===== config.mk =====
export PLATFORM = sky130hd
export DESIGN_NAME = dda_line_rasterizer_unit
export DESIGN_NICKNAME = d
export VERILOG_FILES = /design/src/design/dlr_pkg.sv /design/src/design/dlr_ctrl.sv /design/src/design/dlr_datapath.sv /design/src/design/dda_line_rasterizer_unit.sv
export SDC_FILE = /design/constraint.sdc
export NUM_CORES = 1
export LEC_CHECK = 0
export BUFFER_PORTS_ARGS = -buffer_cell sky130_fd_sc_hd__buf_2
export CAP_MARGIN = 5
export CORE_MARGIN = 3
export CORE_UTILIZATION = 57
export DETAILED_ROUTE_END_ITERATION = 6
export PLACE_DENSITY = 0.82
export SYNTH_ARGS = -nofsm -noshare
export SYNTH_HDL_FRONTEND = slang
export SYNTH_SLANG_ARGS = --single-unit

===== constraint.sdc =====
create_clock -name clock -period 4.57 [get_ports clock]
set_clock_uncertainty 0.2 [all_clocks]
set_input_delay 0.2285 -clock clock [delete_from_list [all_inputs] [get_ports clock]]
set_output_delay 0.2285 -clock clock [all_outputs]
set_load 0.01 [all_outputs]

===== src/design/dlr_pkg.sv =====
// ----------------------------------------------------------------------------
// dlr_pkg
// Shared types and constants for the DDA line rasterizer.
// ----------------------------------------------------------------------------
package dlr_pkg;

   localparam int COORD_W    = 5;
   localparam int FRAC_W     = 16;
   localparam int NUM_W      = 22;
   localparam int SLOPE_W    = 17;
   localparam int ACC_W      = 21;
   localparam int DIV_CYCLES = NUM_W / 2;
   localparam int DIV_CNT_W  = $clog2(DIV_CYCLES);
   localparam int GRID_DEF   = 32;

   typedef struct packed {
      logic [COORD_W-1:0] start_row;
      logic [COORD_W-1:0] start_col;
      logic [COORD_W-1:0] end_row;
      logic [COORD_W-1:0] end_col;
   } req_type;

   typedef struct packed {
      logic [COORD_W-1:0] pixel_row;
      logic [COORD_W-1:0] pixel_col;
      logic               last_pixel;
   } rsp_type;

   typedef enum logic [1:0] {
      ST_IDLE,
      ST_DIVIDE,
      ST_DRAW
   } state_type;

   typedef struct packed {
      logic load;
      logic div_step;
      logic draw;
   } cmd_type;

   typedef struct packed {
      logic last_px;
   } status_type;

endpackage


===== src/design/dlr_ctrl.sv =====
// ----------------------------------------------------------------------------
// dlr_ctrl
// Sequencer: load, slope division, one pixel per cycle.
// ----------------------------------------------------------------------------
module dlr_ctrl (
   input  logic               clock,
   input  logic               reset,
   input  logic               start,
   output logic               busy,
   output dlr_pkg::cmd_type    cmd,
   input  dlr_pkg::status_type status
);
   import dlr_pkg::*;

   state_type              state_ff, state_in;
   logic [DIV_CNT_W-1:0]   div_cnt_ff, div_cnt_in;
   logic                   div_done;

   localparam logic [DIV_CNT_W-1:0] DIV_LAST = DIV_CNT_W'(DIV_CYCLES - 1);

   assign div_done = (div_cnt_ff == DIV_LAST);

   always_ff @(posedge clock) begin
      if (reset) begin
         state_ff   <= ST_IDLE;
         div_cnt_ff <= '0;
      end else begin
         state_ff   <= state_in;
         div_cnt_ff <= div_cnt_in;
      end
   end

   // next state
   always_comb begin
      state_in   = state_ff;
      div_cnt_in = div_cnt_ff;
      case (state_ff)
         ST_IDLE: begin
            div_cnt_in = '0;
            if (start) state_in = ST_DIVIDE;
         end
         ST_DIVIDE: begin
            div_cnt_in = div_cnt_ff + 1'b1;
            if (div_done) state_in = ST_DRAW;
         end
         ST_DRAW: begin
            if (status.last_px) state_in = ST_IDLE;
         end
         default: begin
            state_in = ST_IDLE;
         end
      endcase
   end

   // outputs
   always_comb begin
      cmd  = '0;
      busy = 1'b1;
      case (state_ff)
         ST_IDLE: begin
            busy     = 1'b0;
            cmd.load = start;
         end
         ST_DIVIDE: begin
            cmd.div_step = 1'b1;
         end
         ST_DRAW: begin
            cmd.draw = 1'b1;
         end
         default: begin
            busy = 1'b1;
         end
      endcase
   end

endmodule


===== src/design/dlr_datapath.sv =====
// ----------------------------------------------------------------------------
// dlr_datapath
// Endpoint setup, radix-4 restoring slope divider, DDA stepper, output reg.
// ----------------------------------------------------------------------------
module dlr_datapath #(
   parameter int GRID = dlr_pkg::GRID_DEF
) (
   input  logic                clock,
   input  logic                reset,
   input  dlr_pkg::req_type     req_data,
   input  dlr_pkg::cmd_type     cmd,
   output dlr_pkg::status_type  status,
   output logic                rsp_strobe,
   output dlr_pkg::rsp_type     rsp_data
);
   import dlr_pkg::*;

   localparam logic [COORD_W+1:0] MAX_C = (COORD_W+2)'(GRID - 1);

   function automatic logic [COORD_W-1:0] clamp(input logic [COORD_W-1:0] v);
      logic [COORD_W+1:0] w;
      w = {2'b00, v};
      return (w > MAX_C) ? MAX_C[COORD_W-1:0] : v;
   endfunction

   // one restoring division step: {quotient bit, remainder}
   function automatic logic [COORD_W:0] dstep(input logic [COORD_W-1:0] r,
                                              input logic               b,
                                              input logic [COORD_W-1:0] d);
      logic [COORD_W:0] t;
      logic [COORD_W:0] dd;
      t  = {r, b};
      dd = {1'b0, d};
      if (t >= dd) return {1'b1, COORD_W'(t - dd)};
      else         return {1'b0, t[COORD_W-1:0]};
   endfunction

   // setup
   logic [COORD_W-1:0] r0, c0, r1, c1, drow, dcol, dmaj, dmin;
   logic               row_major;

   always_comb begin
      r0        = clamp(req_data.start_row);
      c0        = clamp(req_data.start_col);
      r1        = clamp(req_data.end_row);
      c1        = clamp(req_data.end_col);
      drow      = (r0 > r1) ? r0 - r1 : r1 - r0;
      dcol      = (c0 > c1) ? c0 - c1 : c1 - c0;
      row_major = drow > dcol;
      dmaj      = row_major ? drow : dcol;
      dmin      = row_major ? dcol : drow;
   end

   logic [COORD_W-1:0] maj_ff, maj_in, min0_ff, min0_in;
   logic [COORD_W-1:0] dmaj_ff, dmaj_in, left_ff, left_in, rem_ff, rem_in;
   logic               row_major_ff, row_major_in, maj_up_ff, maj_up_in;
   logic               min_up_ff, min_up_in;
   logic [NUM_W-1:0]   num_ff, num_in;
   logic [ACC_W-1:0]   acc_ff, acc_in;
   logic               rsp_valid_ff, rsp_valid_in;
   rsp_type            rsp_ff, rsp_in;

   logic [COORD_W:0]   s1, s2;
   logic [COORD_W-1:0] off, mnr, maj_out;

   assign s1  = dstep(rem_ff, num_ff[NUM_W-1], dmaj_ff);
   assign s2  = dstep(s1[COORD_W-1:0], num_ff[NUM_W-2], dmaj_ff);
   // accumulator carries the rounding half, so the integer part is the offset
   assign off = acc_ff[ACC_W-1:FRAC_W];
   assign mnr = min_up_ff ? min0_ff + off : min0_ff - off;
   assign maj_out = maj_ff;

   assign status.last_px = (left_ff == '0);

   always_comb begin
      maj_in       = maj_ff;
      min0_in      = min0_ff;
      dmaj_in      = dmaj_ff;
      left_in      = left_ff;
      rem_in       = rem_ff;
      row_major_in = row_major_ff;
      maj_up_in    = maj_up_ff;
      min_up_in    = min_up_ff;
      num_in       = num_ff;
      acc_in       = acc_ff;
      rsp_valid_in = 1'b0;
      rsp_in       = rsp_ff;

      if (cmd.load) begin
         row_major_in = row_major;
         maj_in       = row_major ? r0 : c0;
         min0_in      = row_major ? c0 : r0;
         maj_up_in    = row_major ? (r1 >= r0) : (c1 >= c0);
         min_up_in    = row_major ? (c1 >= c0) : (r1 >= r0);
         dmaj_in      = dmaj;
         left_in      = dmaj;
         rem_in       = '0;
         num_in       = {1'b0, dmin, {FRAC_W{1'b0}}} + NUM_W'(dmaj >> 1);
         acc_in       = ACC_W'(1) << (FRAC_W - 1);
      end

      if (cmd.div_step) begin
         num_in = {num_ff[NUM_W-3:0], s1[COORD_W], s2[COORD_W]};
         rem_in = s2[COORD_W-1:0];
      end

      if (cmd.draw) begin
         rsp_valid_in        = 1'b1;
         rsp_in.pixel_row    = row_major_ff ? maj_out : mnr;
         rsp_in.pixel_col    = row_major_ff ? mnr : maj_out;
         rsp_in.last_pixel   = status.last_px;
         maj_in              = maj_up_ff ? maj_ff + 1'b1 : maj_ff - 1'b1;
         acc_in              = acc_ff + ACC_W'(num_ff[SLOPE_W-1:0]);
         left_in             = left_ff - 1'b1;
      end
   end

   always_ff @(posedge clock) begin
      if (reset) begin
         rsp_valid_ff <= 1'b0;
      end else begin
         rsp_valid_ff <= rsp_valid_in;
      end
   end

   always_ff @(posedge clock) begin
      maj_ff       <= maj_in;
      min0_ff      <= min0_in;
      dmaj_ff      <= dmaj_in;
      left_ff      <= left_in;
      rem_ff       <= rem_in;
      row_major_ff <= row_major_in;
      maj_up_ff    <= maj_up_in;
      min_up_ff    <= min_up_in;
      num_ff       <= num_in;
      acc_ff       <= acc_in;
      rsp_ff       <= rsp_in;
   end

   assign rsp_strobe = rsp_valid_ff;
   assign rsp_data   = rsp_ff;

endmodule


===== src/design/dda_line_rasterizer_unit.sv =====
// ----------------------------------------------------------------------------
// dda_line_rasterizer_unit
// DDA line rasterizer: one segment in, one pixel transaction per grid step out.
// ----------------------------------------------------------------------------
// Usage:
//  - Request: drive req_data with the segment end points and raise start; the
//    transaction is taken on the clock edge where start is high and busy low.
//  - Coordinates above GRID-1 are saturated to GRID-1 before use.
//  - Response: one pixel per cycle on rsp_data, qualified by rsp_strobe for
//    exactly one cycle; last_pixel flags the final pixel. There is no
//    backpressure: the receiver must take every pixel as it appears.
//  - Timing: after the edge that takes a segment with major delta D, busy
//    stays high through the slope division and then D+1 draw steps. The
//    division is a radix-4 restoring division of the slope, two quotient
//    bits a cycle over a 22-bit dividend; then one pixel per cycle.
//  - The first pixel shows on rsp_strobe once the division is done; the last
//    pixel shows in the first cycle with busy low, and a new segment may be
//    accepted in that same cycle.
//  - Reset (synchronous, active high) returns the sequencer to idle and clears
//    the response strobe; any segment in flight is dropped.
// ----------------------------------------------------------------------------
module dda_line_rasterizer_unit #(
   parameter int GRID = dlr_pkg::GRID_DEF
) (
   input  logic             clock,
   input  logic             reset,
   input  logic             start,
   output logic             busy,
   input  dlr_pkg::req_type req_data,
   output logic             rsp_strobe,
   output dlr_pkg::rsp_type rsp_data
);
   import dlr_pkg::*;

   cmd_type    cmd;      // sequencer commands to the datapath
   status_type status;   // pixel counter status back to the sequencer

   // Sequencer: idle -> slope divide -> draw
   dlr_ctrl u_ctrl (
      .clock  (clock),
      .reset  (reset),
      .start  (start),
      .busy   (busy),
      .cmd    (cmd),
      .status (status)
   );

   // Setup, divider, DDA stepper and registered response
   dlr_datapath #(
      .GRID (GRID)
   ) u_datapath (
      .clock      (clock),
      .reset      (reset),
      .req_data   (req_data),
      .cmd        (cmd),
      .status     (status),
      .rsp_strobe (rsp_strobe),
      .rsp_data   (rsp_data)
   );

endmodule


==> impl_metrics.tcl, run 1 <==
set metrics [dict create \
    async_flop_share_pct 0 \
    yosys.area_share.xor_xnor_pct 3.39 \
    worst_setup_path_start_kind "register" \
    fin_crit_ps 4160 \
    setup.worst_path.end_class "register" \
    drc 0 \
    grt_pass1_wl_um 25500 \
    wl_per_cell_um 17.3 \
    area_growth_pct 9.15 \
    setup_violations 0 \
    ys_ff_latch 89 \
    fin_tns_setup_ps 0 \
    htree_levels 3 \
    dpl_cell_area_sq_um 7020 \
    timing.rr.end "u_datapath.rem_ff[3]" \
    clkTransAtPathRegs_ps 70 \
    synth_top_family_by_area "compound AO/OA/AOI/OAI gates" \
    clk_latency_ps 340 \
    slew_headroom_pct 39.2 \
    start_util_pct 58.6 \
    cts_buffers 9 \
    yosysWarnings 0 \
    worst_slew_pin_slew_ps 900 \
    drt-vias-per-instance 6.09 \
    rows 39 \
    finalPower_mw 3.44 \
    io_pins 36 \
    drive_above_1_share_pct 11.5 \
    fin_hold_ws_ps 57.2 \
    fin_area_sq_um 7330 \
    yosys.area_share.simple_pct 16.2 \
    r2r-start "u_datapath.num_ff[21]" \
    crit_start "u_datapath.num_ff[21]" \
    critical_path_class "reg2reg" \
    globalplace.congestion 0.977 \
    p_leak_nw 3.21 \
    dr.pass1.iters 6 \
    grt_pass1_vias 5415 \
    stdcell_count 879 \
    clock-root-buffer "clkbuf_16" \
    die_area_sq_um 13100 \
    crit_path_end "u_datapath.rem_ff[3]" \
    syn_inst 700 \
    clock-sinks 89 \
    syn_area_per_cell_sq_um 9.59 \
    vias 5353 \
    synthDistinctLibCells 64 \
    power_density_nw_per_um2 469 \
    timing.hold.worst.class "in2reg" \
    ant_nets 0 \
    hpwl_um 11200 \
    finalCritPeriodShare_pct 90.9 \
    overflow 0 \
    cts_tree "yes" \
    fillers 883 \
    ctsResizeCount 0 \
    yosysSeqAreaShare_pct 38.7 \
    hold_buffers 2 \
    crit_fanout 9 \
    synth.mux.area_fraction_pct 5.44 \
    core_area_sq_um 11500 \
    vdd_ir_drop_max_mv 0.222 \
    numPortBuffers 35 \
    grt_usage_pct 24.0 \
    status "complete, no violations" \
    synth_ff_type "edfxtp_1" \
    slew_violations 0 \
    place_inst 861 \
    required_ps 4440 \
    rsz0062_at_grt "false" \
    timing_hold_violations_final 0 \
    die_h_um 115 \
    die_w_um 115 \
    rrSetupSlack_ps 410 \
    postRouteWirelength_um 15200 \
    syn_area_sq_um 6720 \
    postCtsSetupBuffers 0 \
    max_freq_ghz 0.241 \
    crit_arrival_ps 4020 \
    diodes 0 \
    drt_iter0_drc 437 \
    grt_max_degree 35 \
    nNetsFinal 827 \
    syn_nets 796 \
    synth_enable_flop_cells 82 \
    clockBufferDepth 2 \
    antenna_found_initial 0 \
    worstRegToRegCells 15 \
    synthAdderAreaFrac_pct 14.6 \
    synth-compound-area-share_pct 16.2 \
    max_cap_viol_count 0 \
]
-- synth_stat cells (8+ instances only) --
cell type	instances	area, sq um
nand2_1	50	188
ha_1	64	801
inv_1	66	248
nor2_1	57	214
a21boi_0	8	60.1
fa_1	9	180
nand3_1	22	110
nor2b_1	10	62.6
mux2_2	17	191
xnor2_1	11	96.3
a21o_1	18	135
clkbuf_1	18	67.6
o21ai_0	34	170
mux2i_1	16	160
and3_1	8	50.1
xor2_1	15	131
and2_1	20	125
nor3_1	14	70.1
edfxtp_1	82	2460
a21oi_1	47	235
o211ai_1	12	90.1
-- stage by stage --
step                utilization (%)  setup slack, ps
floorplan                         -              726
global placement               61.2              555
detailed placement             61.2              256
CTS                            63.9              422
global route                   63.9              162
finish                         63.9              414
-- logic make-up after synthesis --
kind of cell / after synthesis
buf+inv: 92
flops: 89
mux: 34
fa+ha+maj: 73
compound gates: 167
simple gates: 219
xor+xnor: 26
-- routing by layer --
layer | vias up | share of wire, % | routed length (um) | track usage, %
li1 | 2578 | - | - | -
met1 | 2559 | 42 | 6430 | 30.3
met2 | 193 | 51 | 7670 | 42.0
met3 | 23 | 5.3 | 799 | 3.28
met4 | 0 | 1.8 | 277 | 8.71
met5 | - | 0 | 0 | 0
-- layout make-up --
| class | instances | area [sq um] | share of cell area (%) |
|---|---|---|---|
| Clock buffer | 9 | 225 | 3.07 |
| Timing Repair Buffer | 44 | 248 | 3.38 |
| Clock inverter | 7 | 70.1 | 0.956 |
| Multi-Input combinational cell | 519 | 3750 | 51.2 |
| Inverter | 68 | 255 | 3.48 |
| Sequential cell | 89 | 2600 | 35.5 |
| Tap cell | 143 | 179 | 2.44 |
-- critical path: stages (launching register included) --
cell      delay, ps
edfxtp_1        360
inv_1           100
ha_1            170
inv_1            60
fa_1            420
a21o_1          180
a21oi_1         260
o21a_1          320
mux2_2          400
ha_1            330
a21o_1          200
a21oi_1         170
nand2b_1        150
o211ai_1        280
nand3_1         210
o21ai_0         100
-- state kept, by name, indices dropped and copies added (netlist names) --
name / count
u_datapath.num_ff: 22
u_datapath.acc_ff: 21
u_datapath.rsp_data: 11
u_datapath.dmaj_ff: 5
u_datapath.left_ff: 5
u_datapath.maj_ff: 5
u_datapath.min0_ff: 5
u_datapath.rem_ff: 5
u_ctrl.div_cnt_ff: 4
u_ctrl.state_ff: 2
u_datapath.maj_up_ff: 1
u_datapath.min_up_ff: 1
u_datapath.row_major_ff: 1
u_datapath.rsp_strobe: 1
-- cell usage in the layout (no fill, tap or decap), types with 3 or more instances in the layout --
cell | netlist | routed
ha_1 | 64 | 64
clkbuf_16 | 0 | 9
nand3_1 | 22 | 22
nor3b_1 | 5 | 5
mux2_2 | 17 | 17
nand3b_1 | 4 | 4
o21a_1 | 5 | 5
edfxtp_1 | 82 | 82
nor3_1 | 14 | 14
or3_1 | 3 | 3
nand2b_1 | 7 | 7
nor2b_1 | 10 | 10
or2_2 | 3 | 3
a211oi_1 | 7 | 7
o211ai_1 | 12 | 12
and3_1 | 8 | 8
buf_2 | 2 | 35
a311oi_1 | 3 | 3
xnor2_1 | 11 | 11
clkinvlp_4 | 0 | 3
nor2_1 | 57 | 57
a21o_1 | 18 | 18
a21boi_0 | 8 | 8
fa_1 | 9 | 9
inv_1 | 66 | 66
and2_1 | 20 | 20
xor2_1 | 15 | 15
nand4_1 | 7 | 7
o31ai_1 | 5 | 5
buf_4 | 0 | 7
dfxtp_1 | 7 | 7
a22oi_1 | 3 | 3
a21oi_1 | 47 | 47
nand2_1 | 50 | 50
a31oi_1 | 5 | 5
o21ai_0 | 34 | 34
mux2i_1 | 16 | 16
-- how the worst min path moves through the flow --
stage	start	to	slack [ps]	depth (start not counted)
after global placement	u_ctrl.div_cnt_ff[2]	u_ctrl.div_cnt_ff[2]	280	2
after floorplan	reset	u_ctrl.div_cnt_ff[2]	100	1
after global routing	req_data[13]	u_datapath.min0_ff[3]	70	3
final	req_data[14]	u_datapath.min0_ff[4]	60	3
after detailed placement	reset	u_ctrl.div_cnt_ff[2]	290	2
after CTS	req_data[10]	u_datapath.min0_ff[0]	60	3
-- power breakdown --
group / internal [mW] / switching, mW
Clock: 0.423 / 0.318
Combinational: 0.651 / 0.874
Sequential: 1.09 / 0.0871
(Power assumes the default switching activity.)
==> run 2, diff against run 1 <==
--- a/config.mk
+++ b/config.mk
@@ -8,9 +8,9 @@
 export BUFFER_PORTS_ARGS = -buffer_cell sky130_fd_sc_hd__buf_2
 export CAP_MARGIN = 5
 export CORE_MARGIN = 3
-export CORE_UTILIZATION = 57
+export CORE_UTILIZATION = 52
 export DETAILED_ROUTE_END_ITERATION = 6
-export PLACE_DENSITY = 0.82
+export PLACE_DENSITY = 0.77
 export SYNTH_ARGS = -nofsm -noshare
 export SYNTH_HDL_FRONTEND = slang
 export SYNTH_SLANG_ARGS = --single-unit
==> run 2 against run 1 <==
Via count is 1.6% lower. Worst setup slack better by 57 ps. Global-route usage down 2.3 points. Clock power decreased by 7.6%. Fmax grew 1.4%. Sequential share of layout area about the same. Non-clock buffer count is 1 higher. Register-to-register slack better by 60 ps. First-iteration DRC count fell by 13%. Total power down 2.0%. Largest cell class unchanged.
==> impl_metrics.tcl, run 2 (synthesis gave the netlist of run 1 again) <==
set metrics [dict create \
    start_util_pct 54.6 \
    grt_usage_pct 21.7 \
    grt_pass1_vias 5281 \
    worstRegToRegCells 15 \
    clkTransAtPathRegs_ps 60 \
    ant_nets 0 \
    drive_above_1_share_pct 11.4 \
    p_clk_share_pct 20.3 \
    drc 0 \
    cts_buffers 9 \
    grt_pass1_wl_um 25000 \
    vias 5270 \
    max_cap_viol_count 0 \
    rsz0062_at_grt "false" \
    globalplace.congestion 0.965 \
    required_ps 4440 \
    status "complete, no violations" \
    crit_start "u_datapath.num_ff[21]" \
    final_cell_mix "edfxtp_1 (82), inv_1 (66), ha_1 (64)" \
    timing_hold_violations_final 0 \
    crit_chain "inv_1, ha_1, inv_1, fa_1, a21o_1, a21oi_1, o21a_1, mux2_2, ha_1, a21o_1, a21oi_1, nand2b_1, o211ai_1, nand3_1, o21ai_0" \
    pwr-share-seq_pct 34.8 \
    setup_violations 0 \
    die_h_um 120 \
    rrSetupSlack_ps 470 \
    critical_path_depth 15 \
    numPortBuffers 35 \
    clk_latency_ps 350 \
    largest_register_ffs 22 \
    place_inst 887 \
    setup.worst_path.end_class "register" \
    crit_path_end "u_datapath.rem_ff[3]" \
    antenna_found_initial 0 \
    htree_levels 3 \
    crit_arrival_ps 3970 \
    fillers 1081 \
    die_area_sq_um 14300 \
    clock-root-buffer "clkbuf_16" \
    finalCritPeriodShare_pct 89.7 \
    area_growth_pct 9.30 \
    diodes 0 \
    fin_crit_ps 4100 \
    stdcell_count 905 \
    worst_setup_path_start_kind "register" \
    crit_buf_inv 2 \
    drt-vias-per-instance 5.82 \
    hpwl_um 11100 \
    layout_commonest_cell "edfxtp_1" \
    timing.rr.end "u_datapath.rem_ff[3]" \
    sw_frac_of_total_pct 37.1 \
    slew_violations 0 \
    clockBufferDepth 2 \
    crit_fanout 9 \
    core_area_sq_um 12300 \
    worst_slew_pin_slew_ps 1020 \
    die_w_um 120 \
    io_pins 36 \
    max_freq_ghz 0.244 \
    rows 40 \
    clock-sinks 89 \
    dr.pass1.iters 5 \
    crit_path_max_incr_delay_ps 400 \
    p_comb_share_pct 44.9 \
    power_density_nw_per_um2 459 \
    fin_tns_setup_ps 0 \
    largest_register "u_datapath.num_ff" \
    switchingPower_mw 1.25 \
    crit_path_top_delay_cell "fa_1" \
    slew_headroom_pct 32.1 \
    crit_family "compound AO/OA/AOI/OAI gates" \
    critical_path_class "reg2reg" \
    cellInternalPower_mw 2.12 \
    p_leak_nw 3.21 \
    nNetsFinal 828 \
    postRouteWirelength_um 15100 \
    vdd_ir_drop_max_mv 0.230 \
    finalPower_mw 3.37 \
    drt_iter0_drc 381 \
    overflow 0 \
    timing.hold.worst.class "in2reg" \
    ctsResizeCount 0 \
    postCtsSetupBuffers 0 \
    r2r-start "u_datapath.num_ff[21]" \
    grt_max_degree 32 \
    cts_tree "yes" \
    wl_per_cell_um 16.6 \
]
==> run 2: what timing repair did <==
| item | CTS | global route |
|---|---|---|
| endpoints found under the setup margin | 0 | 0 |
| hold buffers | 2 | 0 |
| endpoints found under the hold margin | 7 | 0 |
==> run 2: final cells by class <==
| cell class | count | area (sq um) | share of cell area [%] |
|---|---|---|---|
| clock buffer | 13 | 250 | 3.41 |
| clock inverter | 3 | 16.3 | 0.222 |
| sequential | 89 | 2600 | 35.5 |
| tap | 168 | 210 | 2.86 |
| timing repair buffer | 45 | 255 | 3.48 |
| inverter | 68 | 255 | 3.48 |
| multi-input combinational | 519 | 3750 | 51.1 |
==> run 2: worst min-delay path by stage <==
stage                 start                     to  slack, ps  depth (start not counted)
2_1_floorplan         reset   u_ctrl.div_cnt_ff[2]        100                          1
3_3_place_gp          reset   u_ctrl.div_cnt_ff[2]        280                          2
3_5_place_dp          reset     u_ctrl.state_ff[1]        290                          2
4_1_cts        req_data[11]  u_datapath.min0_ff[1]         90                          3
5_1_grt        req_data[12]  u_datapath.min0_ff[2]        110                          3
6_report       req_data[11]  u_datapath.min0_ff[1]        100                          3
==> run 2: worst reg2reg max path: stages (launching register included) <==
cell and delay, ps:
edfxtp_1 360, inv_1 90, ha_1 180, inv_1 60, fa_1 400, a21o_1 170, a21oi_1 240, o21a_1 310
mux2_2 390, ha_1 330, a21o_1 200, a21oi_1 180, nand2b_1 150, o211ai_1 280, nand3_1 180, o21ai_0 100
==> run 2: stage by stage <==
step	hold WS [ps]	setup slack, ps	utilization [%]	area (sq um)
floorplan	97.6	726	-	6720
global placement	280	577	57.3	7050
detailed placement	294	497	57.3	7050
CTS	86.9	484	59.6	7340
global route	114	211	59.6	7340
finish	102	471	59.6	7340
==> run 2: power groups by stage <==
stage / combinational (mW) / clock [mW] / sequential (mW)
after floorplan: 1.17 / 0 / 1.15
after detailed placement: 1.48 / 0 / 1.19
after global placement: 1.42 / 0 / 1.18
after global routing: 1.69 / 0.732 / 1.19
after CTS: 1.50 / 0.695 / 1.17
final: 1.51 / 0.685 / 1.17
==> run 2: per-layer routing <==
metal / vias up / share of wire, % / track usage, %
li1: 2581 / - / -
met1: 2538 / 44 / 27.0
met2: 128 / 50 / 38.3
met3: 23 / 4.4 / 3.02
met4: 0 / 1.8 / 8.16
met5: - / 0 / 0
